## src/hdl/duration_text_to_ms_parser_defines.svh

```systemverilog
// Assertion macros shared by the duration parser RTL.
// Define ASSERT_OFF to compile the checks out.
`ifndef DURATION_TEXT_TO_MS_PARSER_DEFINES_SVH
`define DURATION_TEXT_TO_MS_PARSER_DEFINES_SVH

`ifndef ASSERT_OFF
`define DTM_ASSERT(lbl, clk, rst_n, prop) \
    lbl: assert property (@(posedge clk) disable iff (!rst_n) (prop)) \
        else $error("dtm assertion failed");
`define DTM_ASSERT_IMP(lbl, clk, rst_n, ante, cons) \
    lbl: assert property (@(posedge clk) disable iff (!rst_n) (ante) |-> (cons)) \
        else $error("dtm assertion failed");
`define DTM_ASSERT_NXT(lbl, clk, rst_n, ante, cons) \
    lbl: assert property (@(posedge clk) disable iff (!rst_n) (ante) |=> (cons)) \
        else $error("dtm assertion failed");
`else
`define DTM_ASSERT(lbl, clk, rst_n, prop)
`define DTM_ASSERT_IMP(lbl, clk, rst_n, ante, cons)
`define DTM_ASSERT_NXT(lbl, clk, rst_n, ante, cons)
`endif

`endif

```

## src/hdl/dtm_pkg.sv

```systemverilog
// Types, codes and unit word table for the duration text parser.
// No dependencies; used by dtm_scan and the top level.
`timescale 1ns / 1ps
`default_nettype none

package dtm_pkg;

    localparam int unsigned MAX_MS  = 86400 * 1000;
    localparam int unsigned MULT_MS = 1;
    localparam int unsigned MULT_S  = 1000;
    localparam int unsigned MULT_M  = 60 * 1000;
    localparam int unsigned MULT_H  = 3600 * 1000;

    localparam int N_WORDS   = 20;
    localparam int UNIT_MAX  = 12;
    localparam int MS_W      = 27;
    localparam int MULT_W    = 22;

    // scan phases
    localparam logic [1:0] PH_LEAD   = 2'd0;
    localparam logic [1:0] PH_OPEN   = 2'd1;
    localparam logic [1:0] PH_DIGITS = 2'd2;
    localparam logic [1:0] PH_UNIT   = 2'd3;

    // result codes
    localparam logic [2:0] ERR_OK       = 3'd0;
    localparam logic [2:0] ERR_EMPTY    = 3'd1;
    localparam logic [2:0] ERR_NEGATIVE = 3'd2;
    localparam logic [2:0] ERR_NO_DIGIT = 3'd3;
    localparam logic [2:0] ERR_TOO_BIG  = 3'd4;
    localparam logic [2:0] ERR_UNIT     = 3'd5;
    localparam logic [2:0] ERR_OVER_24H = 3'd6;

    localparam logic [7:0] CH_QUOTE = 8'h27;
    localparam logic [7:0] CH_SPACE = 8'h20;
    localparam logic [7:0] CH_MINUS = 8'h2D;
    localparam logic [7:0] CH_0     = 8'h30;
    localparam logic [7:0] CH_9     = 8'h39;
    localparam logic [7:0] CH_UA    = 8'h41;
    localparam logic [7:0] CH_UZ    = 8'h5A;
    localparam logic [7:0] CH_TAB   = 8'h09;
    localparam logic [7:0] CH_CR    = 8'h0D;

    // words are right-justified: first character in the highest used byte
    localparam logic [8*UNIT_MAX-1:0] UNIT_WORD [N_WORDS] = '{
        "ms", "msec", "millis", "millisecond", "milliseconds",
        "s", "sec", "secs", "second", "seconds",
        "m", "min", "mins", "minute", "minutes",
        "h", "hr", "hrs", "hour", "hours"
    };

    localparam logic [3:0] UNIT_LEN [N_WORDS] = '{
        4'd2, 4'd4, 4'd6, 4'd11, 4'd12,
        4'd1, 4'd3, 4'd4, 4'd6, 4'd7,
        4'd1, 4'd3, 4'd4, 4'd6, 4'd7,
        4'd1, 4'd2, 4'd3, 4'd4, 4'd5
    };

    localparam logic [MULT_W-1:0] UNIT_MULT [N_WORDS] = '{
        MULT_W'(MULT_MS), MULT_W'(MULT_MS), MULT_W'(MULT_MS), MULT_W'(MULT_MS),
        MULT_W'(MULT_MS),
        MULT_W'(MULT_S), MULT_W'(MULT_S), MULT_W'(MULT_S), MULT_W'(MULT_S),
        MULT_W'(MULT_S),
        MULT_W'(MULT_M), MULT_W'(MULT_M), MULT_W'(MULT_M), MULT_W'(MULT_M),
        MULT_W'(MULT_M),
        MULT_W'(MULT_H), MULT_W'(MULT_H), MULT_W'(MULT_H), MULT_W'(MULT_H),
        MULT_W'(MULT_H)
    };

    // largest count that stays within 24 hours for each unit
    localparam logic [MS_W-1:0] LIM_MS = MS_W'(MAX_MS / MULT_MS);
    localparam logic [MS_W-1:0] LIM_S  = MS_W'(MAX_MS / MULT_S);
    localparam logic [MS_W-1:0] LIM_M  = MS_W'(MAX_MS / MULT_M);
    localparam logic [MS_W-1:0] LIM_H  = MS_W'(MAX_MS / MULT_H);

    localparam logic [MS_W-1:0] UNIT_LIMIT [N_WORDS] = '{
        LIM_MS, LIM_MS, LIM_MS, LIM_MS, LIM_MS,
        LIM_S, LIM_S, LIM_S, LIM_S, LIM_S,
        LIM_M, LIM_M, LIM_M, LIM_M, LIM_M,
        LIM_H, LIM_H, LIM_H, LIM_H, LIM_H
    };

    typedef struct packed {
        logic [1:0]         phase;
        logic               quote_opened;
        logic               held_quote;
        logic               held_space;
        logic [MS_W-1:0]    acc;
        logic [N_WORDS-1:0] cand;       // unit words still matching the suffix
        logic [3:0]         ulen;
        logic               uinv;
        logic [2:0]         err;
    } t_scan;

    localparam t_scan SCAN_RESET = '{
        phase: PH_LEAD, quote_opened: 1'b0, held_quote: 1'b0, held_space: 1'b0,
        acc: '0, cand: '1, ulen: 4'd0, uinv: 1'b0, err: ERR_OK
    };

    // character at position pos of unit word w, zero past its end
    function automatic logic [7:0] unit_char(input int w, input logic [3:0] pos);
        int sh;
        sh = int'(UNIT_LEN[w]) - 1 - int'(pos);
        if (sh < 0) begin
            return 8'h00;
        end
        return UNIT_WORD[w][sh*8 +: 8];
    endfunction

endpackage

`default_nettype wire

```

## src/hdl/duration_text_to_ms_parser.sv

```systemverilog
// Duration text parser: one text byte per request, one byte per cycle sustained.
// A byte is held in the input register, then the combinational scan stage folds
// it into the parser state register; on the byte marked last the result lands in
// the output register as that byte leaves the input register. Only a final
// byte waits behind a result that the receiver has not taken; the input stalls
// while such a byte is held. The scan state update (digit multiply-add plus suffix
// match) is the one loop that sets the byte rate.
// Depends on dtm_pkg, dtm_scan and the defines header.
`timescale 1ns / 1ps
`default_nettype none

`include "duration_text_to_ms_parser_defines.svh"

module duration_text_to_ms_parser (
    input  wire logic        i_clk,
    input  wire logic        i_rst_n,
    input  wire logic        i_valid,
    output logic             o_stall,
    input  wire logic [7:0]  i_char_code,
    input  wire logic        i_last_char,
    output logic             o_valid,
    input  wire logic        i_stall,
    output logic [26:0]      o_duration_ms,
    output logic [2:0]       o_error_code
);

    logic                    r_in_valid;
    logic [7:0]              r_in_char;
    logic                    r_in_last;
    dtm_pkg::t_scan          r_state;
    dtm_pkg::t_scan          n_state;
    logic                    r_out_valid;
    logic [26:0]             r_out_ms;
    logic [2:0]              r_out_err;
    logic [26:0]             n_ms;
    logic [2:0]              n_err;
    logic                    advance;
    logic                    in_acc;

    dtm_scan u_scan (
        .i_state       (r_state),
        .i_char_code   (r_in_char),
        .o_state       (n_state),
        .o_duration_ms (n_ms),
        .o_error_code  (n_err)
    );

    // only a final byte needs the output register free
    assign advance = r_in_valid && (!r_in_last || !r_out_valid || !i_stall);
    assign o_stall = r_in_valid && !advance;
    assign in_acc  = i_valid && !o_stall;

    always_ff @(posedge i_clk) begin
        if (!i_rst_n) begin
            r_in_valid <= 1'b0;
        end else if (in_acc) begin
            r_in_valid <= 1'b1;
        end else if (advance) begin
            r_in_valid <= 1'b0;
        end
    end

    always_ff @(posedge i_clk) begin
        if (in_acc) begin
            r_in_char <= i_char_code;
            r_in_last <= i_last_char;
        end
    end

    always_ff @(posedge i_clk) begin
        if (!i_rst_n) begin
            r_state <= dtm_pkg::SCAN_RESET;
        end else if (advance) begin
            r_state <= r_in_last ? dtm_pkg::SCAN_RESET : n_state;
        end
    end

    always_ff @(posedge i_clk) begin
        if (!i_rst_n) begin
            r_out_valid <= 1'b0;
        end else if (advance && r_in_last) begin
            r_out_valid <= 1'b1;
        end else if (!i_stall) begin
            r_out_valid <= 1'b0;
        end
    end

    always_ff @(posedge i_clk) begin
        if (advance && r_in_last) begin
            r_out_ms  <= n_ms;
            r_out_err <= n_err;
        end
    end

    assign o_valid       = r_out_valid;
    assign o_duration_ms = r_out_ms;
    assign o_error_code  = r_out_err;

    `DTM_ASSERT_IMP(a_err_no_ms, i_clk, i_rst_n, r_out_valid && r_out_err != dtm_pkg::ERR_OK, r_out_ms == 27'd0)
    `DTM_ASSERT_IMP(a_ms_range, i_clk, i_rst_n, r_out_valid, r_out_ms <= 27'(dtm_pkg::MAX_MS))
    `DTM_ASSERT(a_acc_range, i_clk, i_rst_n, r_state.acc <= 27'(dtm_pkg::MAX_MS))
    `DTM_ASSERT_NXT(a_last_clears, i_clk, i_rst_n, advance && r_in_last, r_state == dtm_pkg::SCAN_RESET && r_out_valid)

endmodule

`default_nettype wire

```

## src/hdl/dtm_scan.sv

```systemverilog
// Next-state and result logic for one text byte of the duration parser.
// Purely combinational; uses dtm_pkg.
`timescale 1ns / 1ps
`default_nettype none

module dtm_scan (
    input  wire dtm_pkg::t_scan          i_state,
    input  wire logic [7:0]              i_char_code,
    output dtm_pkg::t_scan               o_state,
    output logic [dtm_pkg::MS_W-1:0]     o_duration_ms,
    output logic [2:0]                   o_error_code
);

    function automatic logic is_blank(input logic [7:0] c);
        return (c == dtm_pkg::CH_SPACE) || (c >= dtm_pkg::CH_TAB && c <= dtm_pkg::CH_CR);
    endfunction

    function automatic logic is_digit(input logic [7:0] c);
        return (c >= dtm_pkg::CH_0) && (c <= dtm_pkg::CH_9);
    endfunction

    // one content byte into the scanner
    function automatic dtm_pkg::t_scan take(input dtm_pkg::t_scan s, input logic [7:0] c);
        dtm_pkg::t_scan r;
        logic [29:0]    v;
        logic [7:0]     lc;
        r  = s;
        v  = 30'(s.acc) * 30'd10 + 30'(c - dtm_pkg::CH_0);
        lc = (c >= dtm_pkg::CH_UA && c <= dtm_pkg::CH_UZ) ? c + 8'd32 : c;
        if (s.err == dtm_pkg::ERR_OK) begin
            if (s.phase == dtm_pkg::PH_OPEN) begin
                if (c == dtm_pkg::CH_MINUS) begin
                    r.err = dtm_pkg::ERR_NEGATIVE;
                end else if (is_digit(c)) begin
                    r.acc   = dtm_pkg::MS_W'(c - dtm_pkg::CH_0);
                    r.phase = dtm_pkg::PH_DIGITS;
                end else begin
                    r.err = dtm_pkg::ERR_NO_DIGIT;
                end
            end else if (s.phase == dtm_pkg::PH_DIGITS && is_digit(c)) begin
                if (v > 30'(dtm_pkg::MAX_MS)) begin
                    r.err = dtm_pkg::ERR_TOO_BIG;
                end else begin
                    r.acc = v[dtm_pkg::MS_W-1:0];
                end
            end else begin
                r.phase = dtm_pkg::PH_UNIT;
                if (s.ulen >= 4'(dtm_pkg::UNIT_MAX)) begin
                    r.uinv = 1'b1;
                end else begin
                    // suffix is matched as it arrives instead of buffered
                    for (int w = 0; w < dtm_pkg::N_WORDS; w++) begin
                        r.cand[w] = s.cand[w] && (dtm_pkg::UNIT_LEN[w] > s.ulen) &&
                                    (dtm_pkg::unit_char(w, s.ulen) == lc);
                    end
                    r.ulen = s.ulen + 4'd1;
                end
            end
        end
        return r;
    endfunction

    dtm_pkg::t_scan          n_s;
    logic [dtm_pkg::N_WORDS-1:0] hit;
    logic [dtm_pkg::MULT_W-1:0]  mult;
    logic [dtm_pkg::MS_W-1:0]    limit;
    logic [48:0]                 prod;

    always_comb begin
        n_s = i_state;
        if (i_state.phase == dtm_pkg::PH_LEAD) begin
            if (!is_blank(i_char_code)) begin
                n_s.phase = dtm_pkg::PH_OPEN;
                if (i_char_code == dtm_pkg::CH_QUOTE) begin
                    n_s.quote_opened = 1'b1;
                end else begin
                    n_s = take(n_s, i_char_code);
                end
            end
        end else if (is_blank(i_char_code)) begin
            n_s.held_space = 1'b1;
        end else begin
            if (n_s.held_quote) begin
                n_s = take(n_s, dtm_pkg::CH_QUOTE);
                n_s.held_quote = 1'b0;
            end
            if (n_s.held_space) begin
                n_s = take(n_s, dtm_pkg::CH_SPACE);
                n_s.held_space = 1'b0;
            end
            if (i_char_code == dtm_pkg::CH_QUOTE && n_s.quote_opened) begin
                n_s.held_quote = 1'b1;
            end else begin
                n_s = take(n_s, i_char_code);
            end
        end
    end

    assign o_state = n_s;

    // result as if this byte were the last one
    always_comb begin
        mult  = dtm_pkg::MULT_W'(dtm_pkg::MULT_S);
        limit = dtm_pkg::LIM_S;
        for (int w = 0; w < dtm_pkg::N_WORDS; w++) begin
            hit[w] = n_s.cand[w] && (dtm_pkg::UNIT_LEN[w] == n_s.ulen) && !n_s.uinv;
        end
        if (n_s.phase == dtm_pkg::PH_UNIT) begin
            mult  = '0;
            limit = '0;
            for (int w = 0; w < dtm_pkg::N_WORDS; w++) begin
                mult  = mult  | (hit[w] ? dtm_pkg::UNIT_MULT[w]  : '0);
                limit = limit | (hit[w] ? dtm_pkg::UNIT_LIMIT[w] : '0);
            end
        end
        prod = 49'(n_s.acc) * 49'(mult);

        o_duration_ms = '0;
        if (n_s.phase == dtm_pkg::PH_LEAD) begin
            o_error_code = dtm_pkg::ERR_EMPTY;
        end else if (n_s.quote_opened && !n_s.held_quote) begin
            o_error_code = dtm_pkg::ERR_NO_DIGIT;
        end else if (n_s.err != dtm_pkg::ERR_OK) begin
            o_error_code = n_s.err;
        end else if (n_s.phase == dtm_pkg::PH_OPEN) begin
            o_error_code = dtm_pkg::ERR_EMPTY;
        end else if (n_s.phase == dtm_pkg::PH_UNIT && hit == '0) begin
            o_error_code = dtm_pkg::ERR_UNIT;
        end else if (n_s.acc > limit) begin
            o_error_code = dtm_pkg::ERR_OVER_24H;
        end else begin
            o_error_code  = dtm_pkg::ERR_OK;
            o_duration_ms = prod[dtm_pkg::MS_W-1:0];
        end
    end

endmodule

`default_nettype wire
```

## config.mk

```make
export PLATFORM = sky130hd
export DESIGN_NAME = duration_text_to_ms_parser
export DESIGN_NICKNAME = d
export VERILOG_FILES = /design/src/hdl/dtm_pkg.sv /design/src/hdl/duration_text_to_ms_parser.sv /design/src/hdl/dtm_scan.sv
export VERILOG_INCLUDE_DIRS = /design/src /design/src/hdl
export SDC_FILE = /design/constraint.sdc
export NUM_CORES = 1
export LEC_CHECK = 0
export BUFFER_PORTS_ARGS = -buffer_cell sky130_fd_sc_hd__buf_2
export CORE_ASPECT_RATIO = 0.6
export CORE_MARGIN = 4
export CORE_UTILIZATION = 45
export CTS_BUF_LIST = sky130_fd_sc_hd__clkbuf_4
export DETAILED_ROUTE_END_ITERATION = 8
export RECOVER_POWER = 100
export SYNTH_ARGS = -nofsm -noshare
export SYNTH_HDL_FRONTEND = slang
export SYNTH_SLANG_ARGS = --single-unit
```

## constraint.sdc

```tcl
create_clock -name i_clk -period 13.25 [get_ports i_clk]
set_input_delay 0.6625 -clock i_clk [delete_from_list [all_inputs] [get_ports i_clk]]
set_output_delay 0.6625 -clock i_clk [all_outputs]
set_load 0.03 [all_outputs]
```

Yosys cells after proc, flatten, opt, wreduce, memory -nomap -nowiden
Cells that the tools add are included.
Cells by class
  $add $sub $neg: 34
  multiply operators: 2
  order comparisons: 65
  eq/ne operators: 80
  shift operators: 60
  muxes and demuxes: 777
  bitwise gates (word level): 38
  reductions and logical operators: 192
Operators with widths (count)
  indexed part select 96 x 32 -> 8 bit, first input constant: 44
  2-to-1 mux 8 bit: 468
  indexed part select 96 x 8 -> 8 bit, first input constant: 16
  less-than comparator 32 x 1 -> 1 bit, second input constant: 21
  2-to-1 mux 60 bit: 9
  bitwise OR 27 bit: 19
  bitwise OR 22 bit: 19
  2-to-1 mux 27 bit: 13
  equality test 8 x 6 -> 1 bit, second input constant: 43
  2-to-1 mux 55 bit: 5
  2-to-1 mux 1 bit: 213
  logical AND 1 bit: 171
  equality test 8 bit: 20
  2-to-1 mux 22 bit: 6
  2-to-1 mux 25 bit: 4
  2-to-1 mux 17 bit: 5
  2-to-1 mux 16 bit: 5
  2-to-1 mux 24 bit: 3
  2-to-1 mux 28 bit: 2
  2-to-1 mux 11 bit: 5
  2-to-1 mux 10 bit: 5
  > comparator 3 x 4 -> 1 bit, first input constant: 12
  subtractor 3 x 4 -> 5 bit, first input constant: 9
  2-to-1 mux 3 bit: 14
  other kinds (43): 117
Storage, ports and cells
  flip-flop bits (word level): 101
  bits of input ports: 13
  output and inout port bits: 32
  logic and storage cells: 1264

Longest topological paths before layout
Gate-level depths: netlist of run 1.
  word-level depth: 105
  depth in mapped cells: 65
  depth with buffers taken out: 63

By module
From an unflattened synthesis of run 1, not the netlist that was laid out.
Unflattened totals
  cell total of the unflattened synthesis: 2638
  area total of the unflattened synthesis: 21186.6 µm²
By module, submodules not included
  dtm_scan: instances 1, cells an instance 2451, area an instance 18041.1 µm², seq. area each 0.0 µm²
  duration_text_to_ms_parser: instances 1, cells an instance 187, area an instance 3145.5 µm², seq. area each 2412.3 µm²

Least setup slack after synthesis of run 1
OpenSTA, ideal clock, no wires.
  path type: flip-flop to flip-flop
  start: register r_state[0] (netlist name)
  end: register r_out_ms[26] (netlist: o_duration_ms[26]) (data pin)
  library setup time: 255 ps
  arrival: 12704 ps
  data required time: 12995 ps
  setup slack: 291 ps
  cell stages (with the launch flop): 56
  path buffers: 7
  period minus slack after synthesis: 12959 ps
  cells stage by stage: dfxtp_1 > nor3_1 > nand2_1 > buf_2 > nor2_1 > and3_1 > xnor2_1 > ha_1 > nand2b_1 > xnor2_1 > or3_1 > clkbuf_1 > nand2_1 > clkbuf_1 > clkbuf_1 > ha_1 > or3_1 > clkbuf_1 > (+20 left out) > fa_1 > inv_1 > fa_1 > inv_1 > fa_1 > inv_1 > ha_1 > nor3_1 > or3_1 > o21bai_1 > a21oi_1 > nor2b_1 > o21a_1 > o21ai_0 > a21o_1 > a31oi_1 > xnor3_1 > and2_1
Between the ends
  longest elaborated chain between the ends: 64
  elaborated cells between the ends (all ways): 844
  those cells by class: add/sub (20); mul (1); order compare (39); eq/ne (54); shift (40); mux (522); bitwise (38); reduce/logical (130)
Ends and longest elaborated chain
  from (decl): line duration_text_to_ms_parser.sv:30  | dtm_pkg::t_scan r_state;
  from (signal assigned): line duration_text_to_ms_parser.sv:72  | r_state <= dtm_pkg::SCAN_RESET;
  from (signal assigned): line duration_text_to_ms_parser.sv:74  | r_state <= r_in_last ? dtm_pkg::SCAN_RESET : n_state;
  logical NOT 3 bit: line dtm_scan.sv:30  | if (s.err == dtm_pkg::ERR_OK) begin
  2-to-1 mux 28 bit: line dtm_scan.sv:30
  2-to-1 mux 60 bit: line dtm_scan.sv:83  | if (n_s.held_quote) begin
  2-to-1 mux 60 bit: line dtm_scan.sv:80  | end else if (is_blank(i_char_code)) begin
  2-to-1 mux 60 bit: line dtm_scan.sv:71  | if (i_state.phase == dtm_pkg::PH_LEAD) begin
  adder 4 x 1 -> 4 bit or greater-or-equal comparator 4 bit (tied branches): line dtm_scan.sv:56, dtm_scan.sv:48
  2-to-1 mux 24 bit: line dtm_scan.sv:48  | if (s.ulen >= 4'(dtm_pkg::UNIT_MAX)) begin
  2-to-1 mux 25 bit: line dtm_scan.sv:31  | if (s.phase == dtm_pkg::PH_OPEN) begin
  (+24 left out)
  2-to-1 mux 24 bit: line dtm_scan.sv:48
  2-to-1 mux 25 bit: line dtm_scan.sv:40  | end else if (s.phase == dtm_pkg::PH_DIGITS && is_digit(c)) begin
  2-to-1 mux 25 bit: line dtm_scan.sv:31
  2-to-1 mux 55 bit: line dtm_scan.sv:30
  2-to-1 mux 55 bit: line dtm_scan.sv:91  | if (i_char_code == dtm_pkg::CH_QUOTE && n_s.quote_opened) begin
  2-to-1 mux 55 bit: line dtm_scan.sv:80
  2-to-1 mux 60 bit (*): line dtm_scan.sv:71
  parallel branches: the longest is 25 deep, another holds bitwise OR 22 bit
  to (signal assigned): line duration_text_to_ms_parser.sv:90  | r_out_ms <= n_ms;
  to (decl): line duration_text_to_ms_parser.sv:33  | logic [26:0] r_out_ms;
Every way passes the cells marked *. The select of a mux whose other input is x is not followed.
A chain may end at the register's enable or synchronous reset.

Worst setup path after layout of run 1
  start: register r_state[31] (netlist name)
  end: register r_out_ms[26] (netlist: o_duration_ms[26]) (data pin)
Between the ends
  longest elaborated chain between the ends: 18
  elaborated cells between the ends (all ways): 30
  those cells by class: add/sub (1); mul (2); order compare (2); mux (23); reduce/logical (2)
Ends and longest elaborated chain
  2-to-1 mux 60 bit: line dtm_scan.sv:83
  2-to-1 mux 60 bit: line dtm_scan.sv:80
  2-to-1 mux 60 bit: line dtm_scan.sv:71
  2-to-1 mux 60 bit: line dtm_scan.sv:87  | if (n_s.held_space) begin
  2-to-1 mux 60 bit: line dtm_scan.sv:80
  2-to-1 mux 60 bit: line dtm_scan.sv:71
  multiplier 27 x 3 -> 29 bit: line dtm_scan.sv:28  | v = 30'(s.acc) * 30'd10 + 30'(c - dtm_pkg::CH_0);
  adder 30 bit: line dtm_scan.sv:28
  > comparator 30 x 27 -> 1 bit: line dtm_scan.sv:41  | if (v > 30'(dtm_pkg::MAX_MS)) begin
  2-to-1 mux 27 bit or 2-to-1 mux 3 bit (tied branches): line dtm_scan.sv:41
  2-to-1 mux 27 bit or 2-to-1 mux 3 bit (tied branches): line dtm_scan.sv:40
  2-to-1 mux 27 bit or 2-to-1 mux 3 bit (tied branches): line dtm_scan.sv:31
  2-to-1 mux 55 bit: line dtm_scan.sv:30
  2-to-1 mux 55 bit: line dtm_scan.sv:91
  2-to-1 mux 55 bit: line dtm_scan.sv:80
  2-to-1 mux 60 bit (*): line dtm_scan.sv:71
  parallel branches: the longest is 2 deep, another holds multiplier 27 x 22 -> 27 bit
Marked as above.

==> out/qor.yml, run 1 <==
status: "complete, but fails checks"
violations: "design-rule violations, max-capacitance violations, max-slew violations"
irDropWorstVdd_mv: 0.0330
met3RoutedLength_um: 13500
drive_above_1_share_pct: 17.3
async_flop_share_pct: 0
initial_utilization_pct: 45.6
slew_headroom_pct: -47.9
cts_sinks: 101
grt_pass1_vias: 19900
synthToLayoutAreaGrowth_pct: 17.4
syn_area_per_cell_um2: 8.02
synthCells: 2547
required_ns: 13.62
cts_root_buf: "clkbuf_4"
finalPower_mw: 0.947
cts_buffers: 9
place.detailed.instances: 3375
clkLatencyLatePin_ns: 0.61
postRouteAntennaNets: 0
viasPerCell: 6.12
cp_slowest_cell: "fa_2"
worstPathArrival_ns: 13.16
yosysUniqueCellTypes: 97
instances_no_fill: 3411
internal_power_mw: 0.533
crit_top_cell: "xnor2_1"
fp.dieArea_mm2: 0.0490
cts_tree: "yes"
grt_usage_pct: 32.6
dp_hpwl_um: 67300
first_iter_violations: 2564
share_seq_of_total_power_pct: 35.5
grt_antenna_before_repair: 1
slew_viol_final: 31
grt_overflow: 0
slowest_delay_ns: 0.60
hold_violations: 0
cap_violations: 1
power.switching_mw: 0.414
cp-end-kind: "flop"
worstHoldPathType: "in -> reg"
netSwitchingFraction_pct: 43.8
first_pass_iters: 9
layout.nets: 3272
clkPwrFrac_pct: 20.3
design.core.area_mm2: 0.0448
crit_family: "adder cells"
htreeDepth: 3
place_congestion: 1.07
start_kind: "flop"
critPathMaxFanout: 14
syn_nets: 3003
wirelength_met1_um: 39400
ys_ff_latch: 101
vias: 20900
post-route-min-period_ns: 12.80
routed.top_layer: "met5"
leakage_nw: 11.5
finClkSkew_ns: 0.0452
comb_power_share_pct: 44.2
routed-wl-met2_um: 27600
io-pin-count: 45
period_share_pct: 96.6
grt_pass1_wl_um: 123000
netlist_area_mm2: 0.0204
grt_max_degree: 42
synth_warnings: 0
dp_slack_ns: -0.679
fillerInstances: 4248
drc: 14
crit_buf_inv: 6
die_h_um: 173
clock_path_buffers: 2
fmax_mhz: 78.1
portBuffers: 44
synth_ff_type: "dfxtp_1"
rows: 60
p_per_area_mw_per_mm2: 39.5
synth_edf_count: 39
die_x_um: 283
worst_pin_slew_ns: 2.22
wl_um: 81500
critPathKind: "reg -> reg"
wl_per_cell_um: 23.9
setup_violations: 0
setup_ws_ns: 0.451
seq_area_frac_synth_pct: 11.8
path_clk_slew_ns: 0.22
kinds of logic (layout without fill, tap and decap cells):
family                   Yosys count  count (layout)  share of synthesized area (%)
AO/OA/AOI/OAI                    604             604                           20.3
XOR/XNOR                         117             117                           5.42
adder cells (fa/ha/maj)          443             443                           33.6
buffers and inverters            444             718                           8.26
flip-flops                       101             101                           11.8
multiplexers                      20              20                          0.999
other                              0               1                              0
AND/OR/NAND/NOR                  818             818                           19.5
state kept, by name (all words and copies together) (netlist names):
| name | flops |
|---|---|
| r_state | 60 |
| o_duration_ms | 27 |
| r_in_char | 8 |
| r_in_last | 1 |
| o_valid | 1 |
| r_in_valid | 1 |
| o_error_code | 3 |
routing by layer:
metal  vias to the layer above  track usage (%)
met3                        72             14.5
met4                         4             3.31
met1                     10100             53.4
met5                         -             1.73
met2                      1260             38.1
li1                       9461                -
per-stage QoR:
stage	TNS (ns)	util (%)	hold WS, ns	area (µm²)
floorplan	0	-	0.423	20400
global placement	-0.734	51.8	0.434	23200
detailed placement	-2.52	51.8	0.437	23200
CTS	0	52.3	0.197	23400
global route	-0.0507	53.5	0.203	24000
finish	0	53.5	0.222	24000
worst register-to-register path, delay by kind of cell (launching register included):
family                   cells  cell delay [ns]
buffers and inverters        6             0.87
flip-flops                   1             0.43
AO/OA/AOI/OAI               18             3.05
XOR/XNOR                     9             1.93
AND/OR/NAND/NOR              8             1.74
adder cells (fa/ha/maj)     11             4.47
layout by cell type (no fill, tap or decap), types with 32 or more instances in the layout:
cell type / netlist / layout
nor2_1: 247 / 235
inv_1: 334 / 329
nor3_1: 69 / 68
clkbuf_1: 81 / 44
nand3_1: 48 / 48
ha_1: 267 / 255
dfxtp_1: 62 / 60
nor2b_1: 41 / 37
a21oi_1: 114 / 103
xnor2_1: 78 / 75
buf_4: 0 / 299
fa_1: 176 / 169
nand2_1: 195 / 192
a31oi_1: 43 / 40
xor2_1: 33 / 33
and2_1: 37 / 32
o21ai_0: 128 / 113
edfxtp_1: 39 / 39
synthesized netlist by cell type (all sizes together), types with 16 or more instances:
library cell  instances  area, µm²
dfxtp                62       1240
or3                  29        181
o21ai               136        684
mux2i                17        170
o21bai               16        120
o21a                 18        135
o22ai                17        113
o211ai               27        218
nor2                247        927
nor3                 74        395
a21oi               116        588
and2                 40        250
and3                 17        106
nand4                26        163
clkbuf               81        304
nor2b                41        257
nand2b               20        125
o221ai               17        149
nand3                48        240
xor2                 33        289
xnor2                78        683
fa                  176       3520
a211oi               22        185
nand2               196        738
nor4                 22        138
buf                  23        108
ha                  267       3340
o31ai                19        143
a22oi                24        180
inv                 337       1260
edfxtp               39       1170
a21o                 21        158
a31oi                43        269
repair_timing:
item / 4_1_cts / 5_1_grt
pin swaps: 10 / 76
setup buffers: 4 / 18
hold buffers: 0 / 0
endpoints found under the setup margin: 7 / 10
gates resized for setup: 20 / 125
worst paths after layout:
| check | from | endpoint | slack, ns | cells after the start |
|---|---|---|---|---|
| setup / recovery | r_state[31] | o_duration_ms[26] | 0.45 | 52 |
| hold / removal | i_char_code[3] | r_in_char[3] | 0.22 | 1 |
| setup reg to reg | r_state[31] | o_duration_ms[26] | 0.45 | 52 |
| hold reg to reg | r_state[20] | r_state[20] | 0.46 | 2 |
final cells by class:
class,instances,area (µm²),area share (%)
sequential,101,2410,10.1
timing repair buffer,362,2560,10.7
antenna,1,2.50,0.0104
tap,589,737,3.07
inverter,340,1280,5.32
multi-input combinational,2002,16900,70.3
clock buffer,9,67.6,0.282
clock inverter,7,68.8,0.287
power by group through the flow:
stage | combinational, mW | clock [mW] | sequential, mW
CTS | 0.386 | 0.194 | 0.336
detailed placement | 0.381 | 0 | 0.342
global placement | 0.376 | 0 | 0.342
floorplan | 0.234 | 0 | 0.344
finish | 0.419 | 0.192 | 0.336
global route | 0.459 | 0.203 | 0.337
(Power assumes the default switching activity.)
==> run 2, diff against run 1 <==
==> constraint.sdc (replaced) <==
create_clock -name i_clk -period 11.05 [get_ports i_clk]
set_input_delay 0.5525 -clock i_clk [delete_from_list [all_inputs] [get_ports i_clk]]
set_output_delay 0.5525 -clock i_clk [all_outputs]
set_load 0.03 [all_outputs]
==> run 2 against run 1 <==
Effect of this change: the flow finishes with violations (max-capacitance violations, max-slew violations, negative setup slack); combinational power up 41%; final area up 15%; register-to-register slack worse by 2.0 ns; via count up 7.8%; core utilization up 8.0 points; critical path depth up 15; non-clock buffer count up 408; power up 30%; clock skew down 0.012 ns; sequential share of layout area down 1.3 points; wire length up 6.3%; critical path type unchanged; critical endpoint unchanged; largest cell class unchanged.
==> out/qor.yml, run 2 (synthesis results as in run 1) <==
portBuffers: 44
fp.dieArea_mm2: 0.0490
grt_max_degree: 42
post-route-min-period_ns: 12.55
grt_antenna_before_repair: 1
die_x_um: 283
grt_overflow: 0
wl_um: 86600
wl_per_cell_um: 22.7
largest_register_ffs: 60
layout_commonest_cell: "buf_4"
io-pin-count: 45
cp_slowest_cell: "fa_2"
regMostFlops: "r_state"
grt_pass1_wl_um: 133000
slowest_delay_ns: 0.53
die_h_um: 173
cts_root_buf: "clkbuf_4"
drive_above_1_share_pct: 30.0
cp-end-kind: "flop"
leakage_nw: 13.5
start_kind: "flop"
grt_pass1_vias: 21900
clock_path_buffers: 2
rsz0062_at_grt: "yes"
critPathMaxFanout: 6
fin_setup_tns_ns: -12.96
cts_buffers: 9
setup_violations: 13
first_pass_iters: 7
dp_slack_ns: -1.81
rows: 60
slew_viol_final: 31
viasPerCell: 5.89
crit_top_cell: "o21ai_2"
finalPower_mw: 1.23
dp_hpwl_um: 70800
grt_usage_pct: 34.7
status: "complete, but fails checks"
worstPathArrival_ns: 12.95
cap_violations: 1
synthToLayoutAreaGrowth_pct: 35.0
clkLatencyLatePin_ns: 0.62
p_per_area_mw_per_mm2: 44.6
layout.nets: 3680
drc: 0
worst_pin_slew_ns: 2.01
worstHoldPathType: "in -> reg"
critPathKind: "reg -> reg"
htreeDepth: 3
slew_headroom_pct: -34.0
first_iter_violations: 2683
postRouteAntennaNets: 0
finClkSkew_ns: 0.0334
design.core.area_mm2: 0.0448
fillerInstances: 3992
path_clk_slew_ns: 0.22
vias: 22500
final_cell_mix: "689 x buf_4, 322 x inv_1, 241 x ha_1"
fmax_mhz: 79.7
violations: "max-capacitance violations, max-slew violations, negative setup slack"
cts_tree: "yes"
hold_violations: 0
period_share_pct: 114
cts_sinks: 101
required_ns: 11.44
initial_utilization_pct: 45.6
setup_ws_ns: -1.50
irDropWorstVdd_mv: 0.0595
place_congestion: 1.07
-- run 2: cell types whose count changed in the layout (fill, tap and decap cells not counted), sizes merged --
cell,delta
clkbuf,+5
clkdlybuf4s25,+1
buf,+402
-- run 2: critical path, delay by kind of cell, from the launching register on --
family	cells	cell delay, ns
compound gates	25	4.21
fa+ha+maj	12	4.14
simple gates	14	1.82
buf+inv	13	1.23
xor+xnor	3	0.51
flops	1	0.41
-- run 2: worst paths after layout --
| check | end | startpoint | cells past startpoint | slack [ns] |
|---|---|---|---|---|
| worst max-delay path | o_duration_ms[26] | r_state[31] | 67 | -1.50 |
| worst max register to register | o_duration_ms[26] | r_state[31] | 67 | -1.50 |
| worst min-delay path | r_in_char[3] | i_char_code[3] | 1 | 0.09 |
| worst min register to register | r_state[11] | r_state[11] | 2 | 0.46 |
-- run 2: cell type report --
class	count	area, µm²	share of cell area [%]
inverters	340	1280	4.64
repair buffers	770	5730	20.8
clock inverters	7	88.8	0.322
diodes	1	2.50	0.00908
well taps	589	737	2.67
clock buffers	9	67.6	0.245
flip-flops and latches	101	2420	8.79
multi-input cells	2002	17200	62.5
-- run 2: where the power goes --
group / internal [mW] / total (mW) / leakage [nW] / switching, mW
logic: 0.249 / 0.590 / 12.6 / 0.341
registers: 0.394 / 0.401 / 0.862 / 0.00677
clock network: 0.0572 / 0.240 / 0.0832 / 0.182
total: 0.700 / 1.23 / 13.5 / 0.530
-- run 2: through the flow --
stage	utilization (%)	std cells	hold WS (ns)	area, µm²
global placement	58.4	3705	0.434	26200
CTS	60.5	3790	0.0529	27100
finish	61.5	3819	0.0869	27600
floorplan	-	2547	0.423	20900
global route	61.5	3819	0.0431	27600
detailed placement	58.4	3705	0.434	26200
-- run 2: metal layers --
layer	part of all wire (%)	vias to the layer above	global-route usage [%]	wire length (µm)
met5	0	-	0	0
met3	12	125	9.38	10400
met1	48	10900	55.6	41800
li1	-	10300	-	-
met2	38	1205	45.9	32800
met4	1.9	0	6.05	1610
-- run 2: timing repair --
action | CTS | global route
pin swaps | 62 | 64
endpoints found under the setup margin | 15 | 19
hold buffers | 0 | 0
gates resized for setup | 68 | 82
buffers inserted | 74 | 31
endpoints found under the hold margin | 0 | 0
